--- src/rtl/kcl_pkg.sv ---
`default_nettype none
// ----------------------------------------------------------------------------
// kcl_pkg: shared types and constants of the keypad code lock
// Mode and event codes, register indexes, configuration and result bundles.
// ----------------------------------------------------------------------------
package kcl_pkg;

  localparam int MAX_DIGITS = 16;
  localparam int DIG_IDX_W  = $clog2(MAX_DIGITS);
  localparam int CNT_W      = 5;
  localparam int CFG_IDX_W  = 3;

  localparam logic [3:0]  KEY_ENTER        = 4'd15;
  localparam logic [3:0]  WRONG_MAX        = 4'd15;
  localparam logic [15:0] UNITS_MAX        = 16'hFFFF;

  localparam logic [63:0] RST_STORED_CODE  = 64'h0000_0000_8765_4321;
  localparam logic [3:0]  RST_CODE_LENGTH  = 4'd8;
  localparam logic [3:0]  RST_ATTEMPT_LIM  = 4'd3;
  localparam logic [7:0]  RST_TICKS_UNIT   = 8'd100;
  localparam logic [7:0]  RST_LOCKOUT_UNIT = 8'd3;
  localparam logic [7:0]  RST_OPEN_UNITS   = 8'd10;
  localparam logic [3:0]  RST_FRAME_BYTES  = 4'd9;

  typedef enum logic [1:0] {
    MODE_ENTRY   = 2'd0,
    MODE_LOCKOUT = 2'd1,
    MODE_OPEN    = 2'd2
  } mode_t;

  typedef enum logic [1:0] {
    CMD_KEY    = 2'd0,
    CMD_SERIAL = 2'd1,
    CMD_TICK   = 2'd2
  } cmd_t;

  typedef enum logic [2:0] {
    EVT_NONE        = 3'd0,
    EVT_DIGIT       = 3'd1,
    EVT_RIGHT       = 3'd2,
    EVT_WRONG       = 3'd3,
    EVT_LOCKOUT     = 3'd4,
    EVT_RELOCKED    = 3'd5,
    EVT_LOCKOUT_END = 3'd6
  } event_t;

  typedef enum logic [CFG_IDX_W-1:0] {
    REG_STORED_CODE   = 3'd0,
    REG_CODE_LENGTH   = 3'd1,
    REG_ATTEMPT_LIMIT = 3'd2,
    REG_TICKS_UNIT    = 3'd3,
    REG_LOCKOUT_UNITS = 3'd4,
    REG_OPEN_UNITS    = 3'd5,
    REG_FRAME_BYTES   = 3'd6
  } reg_idx_t;

  typedef struct packed {
    logic [63:0] stored_code;
    logic [3:0]  code_length;
    logic [3:0]  attempt_limit;
    logic [7:0]  ticks_per_unit;
    logic [7:0]  lockout_units;
    logic [7:0]  open_units;
    logic [3:0]  frame_bytes;
  } cfg_t;

  typedef struct packed {
    logic             lock_open;
    mode_t            mode_now;
    event_t           event_code;
    logic [3:0]       attempts_used;
    logic [CNT_W-1:0] digits_entered;
    logic             report_due;
  } result_t;

endpackage
`default_nettype wire

--- src/rtl/kcl_cfg_regs.sv ---
`default_nettype none
// ----------------------------------------------------------------------------
// kcl_cfg_regs: configuration register file
// Takes one register write per cycle and presents all settings as a bundle.
// ----------------------------------------------------------------------------
module kcl_cfg_regs (
  input  wire logic                          clk,
  input  wire logic                          rst,
  input  wire logic                          cfg_valid,
  output logic                               cfg_ready,
  input  wire logic [kcl_pkg::CFG_IDX_W-1:0] cfg_index,
  input  wire logic [63:0]                   cfg_data,
  output kcl_pkg::cfg_t                      cfg
);

  assign cfg_ready = 1'b1;

  always_ff @(posedge clk) begin
    if (rst) begin
      cfg.stored_code    <= kcl_pkg::RST_STORED_CODE;
      cfg.code_length    <= kcl_pkg::RST_CODE_LENGTH;
      cfg.attempt_limit  <= kcl_pkg::RST_ATTEMPT_LIM;
      cfg.ticks_per_unit <= kcl_pkg::RST_TICKS_UNIT;
      cfg.lockout_units  <= kcl_pkg::RST_LOCKOUT_UNIT;
      cfg.open_units     <= kcl_pkg::RST_OPEN_UNITS;
      cfg.frame_bytes    <= kcl_pkg::RST_FRAME_BYTES;
    end else if (cfg_valid && cfg_ready) begin
      unique case (kcl_pkg::reg_idx_t'(cfg_index))
        kcl_pkg::REG_STORED_CODE:   cfg.stored_code    <= cfg_data;
        kcl_pkg::REG_CODE_LENGTH:   cfg.code_length    <= cfg_data[3:0];
        kcl_pkg::REG_ATTEMPT_LIMIT: cfg.attempt_limit  <= cfg_data[3:0];
        kcl_pkg::REG_TICKS_UNIT:    cfg.ticks_per_unit <= cfg_data[7:0];
        kcl_pkg::REG_LOCKOUT_UNITS: cfg.lockout_units  <= cfg_data[7:0];
        kcl_pkg::REG_OPEN_UNITS:    cfg.open_units     <= cfg_data[7:0];
        kcl_pkg::REG_FRAME_BYTES:   cfg.frame_bytes    <= cfg_data[3:0];
        default: ;  // drop writes beyond the list
      endcase
    end
  end

endmodule
`default_nettype wire

--- src/rtl/kcl_core.sv ---
`default_nettype none
// ----------------------------------------------------------------------------
// kcl_core: lock state and single-pass update
// Holds mode, counters and the digit buffer; computes one word's update.
// ----------------------------------------------------------------------------
module kcl_core (
  input  wire logic       clk,
  input  wire logic       rst,
  input  wire logic       adv,
  input  wire logic [1:0] cmd,
  input  wire logic [3:0] key,
  input  kcl_pkg::cfg_t   cfg,
  output kcl_pkg::result_t res
);

  localparam int IW = kcl_pkg::DIG_IDX_W;
  localparam int CW = kcl_pkg::CNT_W;

  kcl_pkg::mode_t  mode, mode_next;
  logic [CW-1:0]   digit_count, digit_count_next;
  logic [3:0]      wrong_count, wrong_count_next;
  logic            open_pending, open_pending_next;
  logic [7:0]      fine_ticks, fine_ticks_next;
  logic [15:0]     coarse_units, coarse_units_next;
  logic [3:0]      serial_count, serial_count_next;
  logic [3:0]      digit_store [kcl_pkg::MAX_DIGITS];

  kcl_pkg::event_t evt;
  logic            report;
  logic            store_we;
  logic            code_ok;
  logic [CW-1:0]   cnt_inc;
  logic [3:0]      wrong_inc;
  logic [3:0]      serial_inc;
  logic [7:0]      fine_inc;
  logic [15:0]     units;
  logic            pend;

  // Compare the digits buffered so far with the stored code; the length of
  // the entry is the current count since the closing key is not compared.
  always_comb begin
    code_ok = (digit_count == {1'b0, cfg.code_length});
    for (int j = 0; j < kcl_pkg::MAX_DIGITS; j++) begin
      if ((CW'(j) < digit_count) && (digit_store[j] != cfg.stored_code[4*j +: 4])) begin
        code_ok = 1'b0;
      end
    end
  end

  // Next state
  always_comb begin
    mode_next         = mode;
    digit_count_next  = digit_count;
    wrong_count_next  = wrong_count;
    fine_ticks_next   = fine_ticks;
    coarse_units_next = coarse_units;
    serial_count_next = serial_count;
    pend              = open_pending;
    evt               = kcl_pkg::EVT_NONE;
    report            = 1'b0;
    store_we          = 1'b0;
    cnt_inc           = digit_count + CW'(1);
    wrong_inc         = (wrong_count < kcl_pkg::WRONG_MAX) ? wrong_count + 4'd1 : wrong_count;
    serial_inc        = serial_count + 4'd1;
    fine_inc          = fine_ticks + 8'd1;
    units             = coarse_units;

    case (cmd)
      kcl_pkg::CMD_KEY: begin
        if (mode == kcl_pkg::MODE_ENTRY) begin
          store_we = 1'b1;
          if (key != kcl_pkg::KEY_ENTER && cnt_inc < CW'(kcl_pkg::MAX_DIGITS)) begin
            digit_count_next = cnt_inc;
            evt              = kcl_pkg::EVT_DIGIT;
          end else begin
            digit_count_next = '0;
            if (code_ok) begin
              wrong_count_next = '0;
              pend             = 1'b1;
              evt              = kcl_pkg::EVT_RIGHT;
            end else if (wrong_inc >= cfg.attempt_limit) begin
              wrong_count_next  = '0;
              mode_next         = kcl_pkg::MODE_LOCKOUT;
              coarse_units_next = '0;
              evt               = kcl_pkg::EVT_LOCKOUT;
            end else begin
              wrong_count_next = wrong_inc;
              evt              = kcl_pkg::EVT_WRONG;
            end
          end
        end
      end
      kcl_pkg::CMD_SERIAL: begin
        if (serial_inc >= cfg.frame_bytes) begin
          serial_count_next = '0;
          pend              = 1'b1;
        end else begin
          serial_count_next = serial_inc;
        end
      end
      kcl_pkg::CMD_TICK: begin
        if (fine_inc >= cfg.ticks_per_unit) begin
          fine_ticks_next = '0;
          report          = 1'b1;
          if (coarse_units != kcl_pkg::UNITS_MAX) begin
            units = coarse_units + 16'd1;
          end
        end else begin
          fine_ticks_next = fine_inc;
        end
        if (mode == kcl_pkg::MODE_LOCKOUT && units >= {8'd0, cfg.lockout_units}) begin
          mode_next = kcl_pkg::MODE_ENTRY;
          units     = '0;
          evt       = kcl_pkg::EVT_LOCKOUT_END;
        end else if (mode == kcl_pkg::MODE_OPEN && units >= {8'd0, cfg.open_units}) begin
          mode_next = kcl_pkg::MODE_ENTRY;
          evt       = kcl_pkg::EVT_RELOCKED;
        end
        coarse_units_next = units;
      end
      default: ;
    endcase

    // Serve a pending open request as soon as the lock is not already open.
    open_pending_next = pend;
    if (pend && mode_next != kcl_pkg::MODE_OPEN) begin
      mode_next         = kcl_pkg::MODE_OPEN;
      coarse_units_next = '0;
      open_pending_next = 1'b0;
    end
  end

  // Outputs
  always_comb begin
    res.lock_open      = (mode_next == kcl_pkg::MODE_OPEN);
    res.mode_now       = mode_next;
    res.event_code     = evt;
    res.attempts_used  = wrong_count_next;
    res.digits_entered = digit_count_next;
    res.report_due     = report;
  end

  always_ff @(posedge clk) begin
    if (rst) begin
      mode         <= kcl_pkg::MODE_ENTRY;
      digit_count  <= '0;
      wrong_count  <= '0;
      open_pending <= 1'b0;
      fine_ticks   <= '0;
      coarse_units <= '0;
      serial_count <= '0;
    end else if (adv) begin
      mode         <= mode_next;
      digit_count  <= digit_count_next;
      wrong_count  <= wrong_count_next;
      open_pending <= open_pending_next;
      fine_ticks   <= fine_ticks_next;
      coarse_units <= coarse_units_next;
      serial_count <= serial_count_next;
    end
  end

  always_ff @(posedge clk) begin
    if (adv && store_we) begin
      digit_store[digit_count[IW-1:0]] <= key;
    end
  end

endmodule
`default_nettype wire

--- src/rtl/keypad_code_lock_controller.sv ---
`default_nettype none
// ----------------------------------------------------------------------------
// keypad_code_lock_controller: keypad combination lock, top level
// Input register, single-pass lock update and result register.
// ----------------------------------------------------------------------------
// Usage:
//   Input channel (item_valid / item_stall) carries one event word: a key
//   press, a received serial byte or a timer tick. Every accepted word
//   yields exactly one result word on the result channel (result_valid /
//   result_stall) with the lock status, mode, event code, attempt count,
//   buffered digit count and the coarse-unit report pulse.
//   Each accepted word is registered in the input register and passes
//   through the update logic into the result register once that register
//   is not blocked by a stalled result word.
//   Throughput is one word per cycle while the receiver does not stall; the
//   digit compare, counter updates and mode logic are all combinational
//   between the two registers.
//   When the receiver stalls, the result register holds its word and the
//   input register keeps accepting until it too is full; item_stall then
//   rises, so no word is lost or repeated.
//   The configuration channel (cfg_valid / cfg_ready, always ready) writes one
//   register per cycle; write only while no word is in flight.
//   Reset (rst, synchronous) restores the default code and timings, puts the
//   lock in entry mode, closed, with all counters cleared. The digit buffer
//   is not cleared; only digits of the current entry are ever compared.
// ----------------------------------------------------------------------------
module keypad_code_lock_controller (
  input  wire logic                          clk,
  input  wire logic                          rst,
  // event words in
  input  wire logic                          item_valid,
  output logic                               item_stall,
  input  wire logic [1:0]                    command,
  input  wire logic [3:0]                    key_value,
  // result words out
  output logic                               result_valid,
  input  wire logic                          result_stall,
  output logic                               lock_open,
  output logic [1:0]                         mode_now,
  output logic [2:0]                         event_code,
  output logic [3:0]                         attempts_used,
  output logic [kcl_pkg::CNT_W-1:0]          digits_entered,
  output logic                               report_due,
  // configuration writes
  input  wire logic                          cfg_valid,
  output logic                               cfg_ready,
  input  wire logic [kcl_pkg::CFG_IDX_W-1:0] cfg_index,
  input  wire logic [63:0]                   cfg_data
);

  kcl_pkg::cfg_t    cfg;
  kcl_pkg::result_t core_res;
  kcl_pkg::result_t res;

  logic       in_full;
  logic [1:0] in_cmd;
  logic [3:0] in_key;
  logic       out_blocked;
  logic       adv;
  logic       accept;

  // The result register is blocked only while it holds a word that is stalled.
  assign out_blocked = result_valid && result_stall;
  assign adv         = in_full && !out_blocked;
  assign item_stall  = in_full && out_blocked;
  assign accept      = item_valid && !item_stall;

  kcl_cfg_regs u_cfg (
    .clk       (clk),
    .rst       (rst),
    .cfg_valid (cfg_valid),
    .cfg_ready (cfg_ready),
    .cfg_index (cfg_index),
    .cfg_data  (cfg_data),
    .cfg       (cfg)
  );

  kcl_core u_core (
    .clk (clk),
    .rst (rst),
    .adv (adv),
    .cmd (in_cmd),
    .key (in_key),
    .cfg (cfg),
    .res (core_res)
  );

  // Input register: load on accept, drop once the word moves on.
  always_ff @(posedge clk) begin
    if (rst) begin
      in_full <= 1'b0;
    end else if (accept) begin
      in_full <= 1'b1;
    end else if (adv) begin
      in_full <= 1'b0;
    end
  end

  always_ff @(posedge clk) begin
    if (accept) begin
      in_cmd <= command;
      in_key <= key_value;
    end
  end

  // Result register: hold while stalled, refill whenever a word advances.
  always_ff @(posedge clk) begin
    if (rst) begin
      result_valid <= 1'b0;
    end else if (adv) begin
      result_valid <= 1'b1;
    end else if (!result_stall) begin
      result_valid <= 1'b0;
    end
  end

  always_ff @(posedge clk) begin
    if (adv) begin
      res <= core_res;
    end
  end

  assign lock_open      = res.lock_open;
  assign mode_now       = res.mode_now;
  assign event_code     = res.event_code;
  assign attempts_used  = res.attempts_used;
  assign digits_entered = res.digits_entered;
  assign report_due     = res.report_due;

endmodule
`default_nettype wire

--- config.mk ---
export PLATFORM = sky130hd
export DESIGN_NAME = keypad_code_lock_controller
export DESIGN_NICKNAME = d
export VERILOG_FILES = /design/src/rtl/kcl_pkg.sv /design/src/rtl/kcl_cfg_regs.sv /design/src/rtl/kcl_core.sv /design/src/rtl/keypad_code_lock_controller.sv
export SDC_FILE = /design/constraint.sdc
export NUM_CORES = 1
export LEC_CHECK = 0
export ABC_AREA = 1
export BUFFER_PORTS_ARGS = -buffer_cell sky130_fd_sc_hd__clkbuf_2
export CAP_MARGIN = 20
export CORE_UTILIZATION = 54
export DETAILED_ROUTE_END_ITERATION = 7
export PLACE_DENSITY = 0.69
export SKIP_CTS_REPAIR_TIMING = 1
export SYNTH_ARGS = -nofsm -noshare
export SYNTH_HDL_FRONTEND = slang
export SYNTH_SLANG_ARGS = --single-unit
--- constraint.sdc ---
create_clock -name clk -period 13 [get_ports clk]
set_input_delay 0.65 -clock clk [delete_from_list [all_inputs] [get_ports clk]]
set_output_delay 0.65 -clock clk [all_outputs]
set_load 0.02 [all_outputs]
Yosys cells after proc, flatten, opt, wreduce, memory -nomap -nowiden. Memories as Yosys holds them, arrays and structs flattened. Index checks and enable logic that the tools add are counted.

RAM bits: 64. Input bits: 78. Bits in registers: 164. Memories kept: 1. Output and inout port bits: 19. Word-level logic and storage cells: 198.

Reductions and logical operators: 42. Add/sub/neg operators: 5. Eq/ne operators: 36. Magnitude comparators: 23. Multiplexer cells: 67.

Memories: u_core.digit_store (words 16, width 4, read ports 16, clocked after Yosys merged registers in 0, write ports 1, line kcl_core.sv:26) `logic [3:0] digit_store [kcl_pkg::MAX_DIGITS];`.

Operator list (count): $mux W16 (9); $ne A4 B4 Y1 (16); $lt A4 B5 Y1 const A (8); $ge A16 B8 Y1 (2); $pmux W16 S2 (1); $mux W1 (30); $mux W4 (7); $logic_and A1 B1 Y1 (25); $lt A3 B5 Y1 const A (4); $mux W3 (6); $reduce_and A2 Y1 (9); $add A16 B1 Y16 const B (1); $ne A16 B16 Y1 const B (1); $mux W5 (3); $mux W2 (7); $lt A1 B5 Y1 const A (2); $lt A2 B5 Y1 const A (2); $eq A3 B3 Y1 const B (3); $add A4 B1 Y4 const B (2); $add A8 B1 Y8 const B (1); $ge A4 B4 Y1 (2); $ge A8 B8 Y1 (1); $mux W8 (1); $eq A2 B2 Y1 const B (3); 21 further kinds (27).

Depth between registers and ports, before layout. Gate-level depths: netlist (run 1). An unclocked memory read counts as a cell.

Depth after elaboration: 27. Depth in mapped cells: 33. Mapped depth without buffers: 31.

By module. A second synthesis (run 1) with hierarchy kept.

Cells, all modules: 1658. Area, all modules: 12084.1 sq um.

By module, submodules not included: kcl_core (times used 1, cells an instance 1031, seq. area each 2722.6 sq um, area an instance 7252.0 sq um); kcl_cfg_regs (times used 1, cells an instance 593, seq. area each 2001.9 sq um, area an instance 4080.2 sq um); keypad_code_lock_controller (times used 1, cells an instance 34, seq. area each 700.7 sq um, area an instance 752.0 sq um).

Least setup slack after synthesis (run 1). Ideal clock, no wire load.

Path kind: register -> register. From: register u_core.fine_ticks[0]. To: register u_core.coarse_units[12]. Data arrival time: 4.093 ns. Cell stages (with the launch flop): 33. Buffers on the path: 2. Data required time: 12.883 ns. Clock period less this slack: 4.210 ns. Setup slack: 8.790 ns. Library setup time: 0.117 ns. Cells stage by stage: dfxtp_1 -> nand3_1 -> nand3b_1 -> nand3b_1 -> xnor2_1 -> ha_1 -> nand2_1 -> a21oi_1 -> nor2_4 -> nand3_2 -> buf_6 -> nand2_1 -> inv_1 -> nand2_1 -> nor3_1 -> xnor2_1 -> inv_1 -> ha_1 -> a21oi_1 -> o21ai_0 -> a21oi_1 -> nand4_4 -> nand2_4 -> nand2_2 -> nand2_2 -> nand2_2 -> nand2_4 -> nand2_8 -> nand2_8 -> buf_6 -> nand3_1 -> nand2_1 -> nor2_1.

Longest elaborated chain between the ends: 13. Elaborated cells between the ends (all ways): 22. Those cells by class: add/sub: 1; order compare: 3; eq/ne: 5; mux: 8; reduce/logical: 5.

Ends and longest elaborated chain: from (decl) (line kcl_core.sv:23) `logic [7:0] fine_ticks, fine_ticks_next;`; from (signal assigned) (line kcl_core.sv:157) `fine_ticks <= fine_ticks_next;`; $add A8 B1 Y8 * (line kcl_core.sv:65) `fine_inc = fine_ticks + 8'd1;`; $ge A8 B8 Y1 * (line kcl_core.sv:102) `if (fine_inc >= cfg.ticks_per_unit) begin`; $mux W16 * (line kcl_core.sv:102); $mux W16 * (line kcl_core.sv:68) `case (cmd)`; $ge A16 B8 Y1 (line kcl_core.sv:115) `end else if (mode == kcl_pkg::MODE_OPEN && units >= {8'd0, cfg.open_units}) begin`; $logic_and A1 B1 Y1 (line kcl_core.sv:115); $mux W2 (line kcl_core.sv:115); $mux W2 (line kcl_core.sv:111) `if (mode == kcl_pkg::MODE_LOCKOUT && units >= {8'd0, cfg.lockout_units}) begin`; $pmux W2 S2 (line kcl_core.sv:68); $ne A2 B2 Y1 (line kcl_core.sv:126) `if (pend && mode_next != kcl_pkg::MODE_OPEN) begin`; $logic_and A1 B1 Y1 (line kcl_core.sv:126); $ne A3 B3 Y1 (no line), or another cell as far along; $reduce_and A6 Y1 (no line); to (signal assigned) (line kcl_core.sv:158) `coarse_units <= coarse_units_next;`; to (decl) (line kcl_core.sv:24) `logic [15:0] coarse_units, coarse_units_next;`.

Mark *: on every way between the ends. The rest lies on a longest branch, timed or not. The select of a mux whose other input is x is not followed. A chain may end at the register's enable or synchronous reset.

Worst setup path in the final report (run 1).
From: register u_core.fine_ticks[0]. To: register u_core.coarse_units[9].

Same word-level chain as after synthesis.

==> results.md, run 1 <==
* Status: finished, final reports clean
* CP startpoint kind: flip-flop
* Die W at about 150 um
* Vias/cell at ~5.2
* Ys async rst share at 0%
* Dpl cell area at around 12000 um^2
* Num rows at 52
* CTS clk-pin slew, worst paths at about 0.07 ns
* Routed vias at 8891
* H-tree depth at 1
* Non-filler cells, final at 1694
* Synth unique cells at 44
* Final period util at 38.39%
* Tot GR Track Use at 24.59%
* Chip height at 145.2 um
* F_max at 200.4 MHz
* CP peak stage delay at 0.40 ns
* Pint at 1.212 mW
* Top cell family by delay on the critical path: simple AND/OR/NAND/NOR gates
* Worst slack at placement at 8.078 ns
* Design Power at 1.603 mW
* WL final at roughly 26000 um
* Hold slack at 0.3023 ns
* Top cell type's share of synthesized area at 25.66%
* Clock network power share at 43.2%
* CTS tree: yes
* Ys Warns at 0
* Synth cell count leaders: 236 x nand2_1, 215 x nor2_1, 142 x dfxtp_1, 117 x inv_1, 102 x o21ai_0
* Ant diodes at 0
* Global route total overflow at 0
* Hpwl dp at approximately 17000 um
* Full die area at 21090 um^2
* Worst-margin pin slew at 1.032 ns
* #FFs+latches synth at 228
* Max IR drop VDD at 0.00009318 V
* Worst Setup End Kind: flip-flop
* Post-route core utilization at 62.29%
* Post-layout min period at 4.991 ns
* I/O Buffers at 95
* Cell repeated most along the worst path: nand2_1
* Setup Crit Path Kind: flip-flop to flip-flop
* Uppermost layer routed: met4
* Initial core utilization at a little over half
* Residual DRC at 0
* Syn_nets at 1442
* Final Worst Setup Slack at 8.009 ns
* CTS sink cnt at approximately 230
* Post-route setup TNS at 0 ns
* Final antenna-violating net count at 0
* Combinational share of power at 8.1%
* P_sw at 391.3 uW
* RSZ-0062 raised after global routing: no
* Register area share after synthesis at 48.97%
* Synth area leaders: dfxtp_1 26%, edfxtp_1 23%, nand2_1 8.0%
* Global-route wire length before repair at 42020 um
* Core box area at 20170 um^2
* I/O Pins at 97
* Fillers at 1763
* Max cap viols at 0
* Syn avg cell area at around 8.4 um^2
* Top-count cell post-synth: nand2_1
* Worst Path Arrival at roughly 5.4 ns
* Worst Skew at 0.01297 ns
* CTS root buf: clkbuf_16
* HP Class: primary input to flip-flop
* Final GP Congestion at approximately 0.91
* Antenna violations before repair at 0
* Post-Synthesis Cells at 1324
* Number of global-route vias before repair at 8319
* Synth area leader: dfxtp_1
* Final Instance Area at 12560 um^2
* WL met3 at 1662 um
* Post-synthesis cell area at 11080 um^2
* Worst Path Required at 13.41 ns
* Crit path buffers/inverters at 2
* Number of CTS-inserted buffers at 25
* Longest Clk Path Bufs at 3
* Wirelength per Cell at 15.07 um
* Worst-Skew Late Latency at 0.52 ns
* Pwr dens at 127.6 nW/um^2
* Cell with the largest stage delay on the worst path: dfxtp_1
* DR WL met2 at between 10000 and 15000 um
* Pin count of the biggest net entering global routing at 110
* Endpoints failing hold at 0
* DRC violation total after the first TritonRoute iteration at ~630
* Flop pwr share at 48.7%
* Post-synth EDFFs at 86
* Nets at approximately 1500
* Layout cells sized above 1 at 13.27%
* Placed Cells at 1647
* DR pass1 iterations at 5
* Sw frac at 24.41%
* M1 WL at between 10000 and 15000 um
* Slew Limit Fails at 0
* Finish-stage setup viols at 0
* Layout area overhead at 13.39%
* Top_reg_cell synth: dfxtp_1
* Maximum fanout along the worst path at 32
* Max-slew headroom at 31.21%
* Pleak at 5.311 nW
## state kept, by name, indices dropped and copies added (netlist names), 2 cells and up
name	cells
in_cmd	2
u_core.serial_count	4
digits_entered	5
in_key	4
event_code	3
u_core.fine_ticks	8
mode_now	2
u_core.digit_count	5
u_core.coarse_units	16
attempts_used	4
u_core.wrong_count	4
u_cfg.cfg	100
u_core.mode	2
u_core.digit_store	64
## routing by layer
metal / up-vias / global-route usage [%]
met2: 280 / 39.01
li1: 4509 / -
met3: 32 / 3.428
met4: 0 / 5.632
met1: 4070 / 35.57
met5: - / 0
## power by group through the flow
stage          clock network [mW]  registers (mW)  logic [mW]
2_1_floorplan                   0           0.791      0.0894
3_3_place_gp                    0           0.795       0.126
3_5_place_dp                    0           0.795       0.129
4_1_cts                     0.704           0.780       0.130
5_1_grt                     0.730           0.783       0.147
6_report                    0.693           0.780       0.130
## kinds of logic (layout without fill, tap and decap cells)
group	after synthesis	in the layout	share of synthesized area, %
AND/OR/NAND/NOR	598	598	23.88
flip-flops	228	228	48.97
AO/OA/AOI/OAI	202	202	9.791
buffers and inverters	172	272	6.234
XOR/XNOR	82	82	6.482
adder cells (fa/ha/maj)	40	40	4.517
other	1	1	0.03385
multiplexers	1	1	0.09035
## cell type report
type	instances	area, um^2	area share (%)
flip-flops and latches	228	5425	43.18
multi-input cells	924	4979	39.63
clock buffers	31	699.4	5.567
repair buffers	100	525.5	4.183
inverters	126	473.0	3.765
well taps	270	337.8	2.689
clock inverters	15	123.9	0.9860
## placed cells by master (no fill, tap or decap), types with 3 or more instances in the layout
| cell | n |
|---|---|
| nor2_1 | 213 |
| buf_4 | 4 |
| clkbuf_16 | 26 |
| clkbuf_8 | 3 |
| edfxtp_1 | 86 |
| clkinvlp_4 | 4 |
| nor3_1 | 9 |
| o211ai_1 | 10 |
| a22oi_1 | 5 |
| nand4_1 | 29 |
| xor2_1 | 26 |
| ha_1 | 40 |
| nand3b_1 | 3 |
| nand2_2 | 13 |
| o21ai_0 | 102 |
| clkinv_2 | 7 |
| nor3b_1 | 4 |
| clkbuf_2 | 95 |
| inv_2 | 10 |
| inv_1 | 116 |
| nand2_1 | 236 |
| a21oi_1 | 74 |
| nand3_1 | 69 |
| dfxtp_1 | 142 |
| nor2_4 | 11 |
| xnor2_1 | 56 |
## final timing paths
check                       start                     end  slack [ns]  cells after the start
min reg2reg         u_cfg.cfg[21]           u_cfg.cfg[21]        0.47                      2
max reg2reg  u_core.fine_ticks[0]  u_core.coarse_units[9]        8.01                     30
min                    command[1]               in_cmd[1]        0.30                      1
max          u_core.fine_ticks[0]  u_core.coarse_units[9]        8.01                     30
Note: power is estimated with default switching activity, not from simulation.
==> run 2: changes to the inputs <==
==> constraint.sdc (replaced) <==
create_clock -name clk -period 4.9 [get_ports clk]
set_input_delay 0.245 -clock clk [delete_from_list [all_inputs] [get_ports clk]]
set_output_delay 0.245 -clock clk [all_outputs]
set_load 0.02 [all_outputs]
==> run 2 against run 1 <==
Against the previous run: the flow now finishes with violations (hold timing); sequential cell count unchanged; maximum frequency up 9.4%; global-route usage down 0.39 points; combinational power rose to 2.9 times the previous value; power rose to 2.7 times the previous value.
==> results.md, run 2 (synthesized netlist as in run 1, its figures left out) <==
* WL final at 26360 um
* Maximum fanout along the worst path at 16
* H-tree depth at 1
* Status: complete, but fails checks
* Initial core utilization at 54.93%
* Slew Limit Fails at 0
* Routed vias at 9144
* Worst Min Path Start: cfg_data[58]
* Num rows at 52
* Final antenna-violating net count at 0
* Antenna violations before repair at 0
* Dpl cell area at between 10000 and 15000 um^2
* HP Class: primary input to flip-flop
* CP startpoint kind: flip-flop
* Hpwl dp at between 15000 and 20000 um
* Number of global-route vias before repair at 8203
* CP startpoint: u_core.fine_ticks[0]
* Worst r2r src: u_core.fine_ticks[0]
* Final period util at 93.08%
* Number of CTS-inserted buffers at 24
* Cell repeated most along the worst path: nand2_1
* Tot GR Track Use at 24.20%
* CTS tree: yes
* F_max at about 220 MHz
* Fillers at 1724
* CTS root buf: clkbuf_16
* CP peak stage delay at 0.36 ns
* Placed Cells at between 1500 and 2000
* Finish-stage setup viols at 0
* Layout area overhead at 17.89%
* Worst Path Required at between 5 and 6 ns
* Max-slew headroom at 34.41%
* Die W at 145.2 um
* Max FFs per register at 100
* Final GP Congestion at 0.9257
* Global-route wire length before repair at 41440 um
* Post-layout min period at 4.561 ns
* Final Instance Area at 13060 um^2
* Chip height at 145.2 um
* Ant diodes at 0
* Max cap viols at 0
* DRC violation total after the first TritonRoute iteration at 707
* Global route total overflow at 0
* Non-filler cells, final at 1743
* Worst-margin pin slew at 0.9825 ns
* Nets at roughly 1600
* Endpoints failing hold at 16
* Highest-count cells in the layout ignoring fill and taps: 236 x nand2_1, 213 x nor2_1, 140 x dfxtp_1
* Max IR drop VDD at 0.0003320 V
* Layout cells sized above 1 at around an eighth
* DR pass1 iterations at 5
* CTS sink cnt at 228
* Longest Clk Path Bufs at 3
* Most common cell after layout, fill and taps aside: nand2_1
* Design Power at about 4.3 mW
* Wirelength per Cell at 15.12 um
* Flop-to-flop setup slack at 0.34 ns
* Worst Skew at 0.01020 ns
* Worst slack at placement at 0.3332 ns
* Most flops, register: u_cfg.cfg
* I/O Pins at 97
* Core box area at 20170 um^2
* Residual DRC at 0
* Worst Path Arrival at around 5.0 ns
* Pwr dens at 327.6 nW/um^2
* Setup Crit Path Kind: flip-flop to flip-flop
* I/O Buffers at 95
* CTS clk-pin slew, worst paths at 0.06 ns
* Cell with the largest stage delay on the worst path: dfxtp_2
* Failing checks: hold timing
* Worst Setup End Kind: flip-flop
* Hold slack at -0.03112 ns
* Final Worst Setup Slack at 0.3392 ns
* Pin count of the biggest net entering global routing at 66
* Worst-Skew Late Latency at 0.51 ns
* Vias/cell at 5.246
* Pleak at roughly 5.5 nW
* Full die area at 21090 um^2
-- run 2: metrics by stage --
stage           TNS, ns  utilization [%]
2_1_floorplan         0                -
3_3_place_gp          0            58.22
3_5_place_dp          0            58.22
4_1_cts               0            62.17
5_1_grt        -0.02122            64.76
6_report              0            64.76
-- run 2: metal layers --
layer	wire length [um]	track usage, %	vias to the layer above	share of wire, %
li1	-	-	4620	-
met1	12230	35.76	4197	46
met2	11880	37.67	300	45
met3	1884	3.333	27	7.1
met4	369	5.316	0	1.4
met5	0	0	-	0
-- run 2: path summary, 6_finish.rpt --
check	end	cells after the start
worst max register to register	u_core.coarse_units[9]	27
worst min-delay path	u_cfg.cfg[94]	3
worst min register to register	u_cfg.cfg[6]	2
worst max-delay path	u_core.coarse_units[9]	27
-- run 2: critical path, delay by kind of cell (launching register included) --
kind	cells	cell delay [ns]
buf+inv	3	0.40
simple gates	17	2.36
xor+xnor	2	0.32
flops	1	0.36
fa+ha+maj	2	0.59
compound gates	3	0.45
-- run 2: final cells by class --
| cell class | instances | area (um^2) | share of cell area (%) |
|---|---|---|---|
| Clock inverter | 7 | 95.09 | 0.7280 |
| Clock buffer | 37 | 700.7 | 5.364 |
| Tap cell | 270 | 337.8 | 2.586 |
| Inverter | 126 | 473.0 | 3.621 |
| Timing Repair Buffer | 150 | 1008 | 7.721 |
| Multi-Input combinational cell | 925 | 5019 | 38.42 |
| Sequential cell | 228 | 5428 | 41.56 |
-- run 2: where the power goes --
group | switching, mW | internal, mW
registers | 0.0509 | 2.02
logic | 0.233 | 0.148
clock network | 0.736 | 1.09
total | 1.02 | 3.26
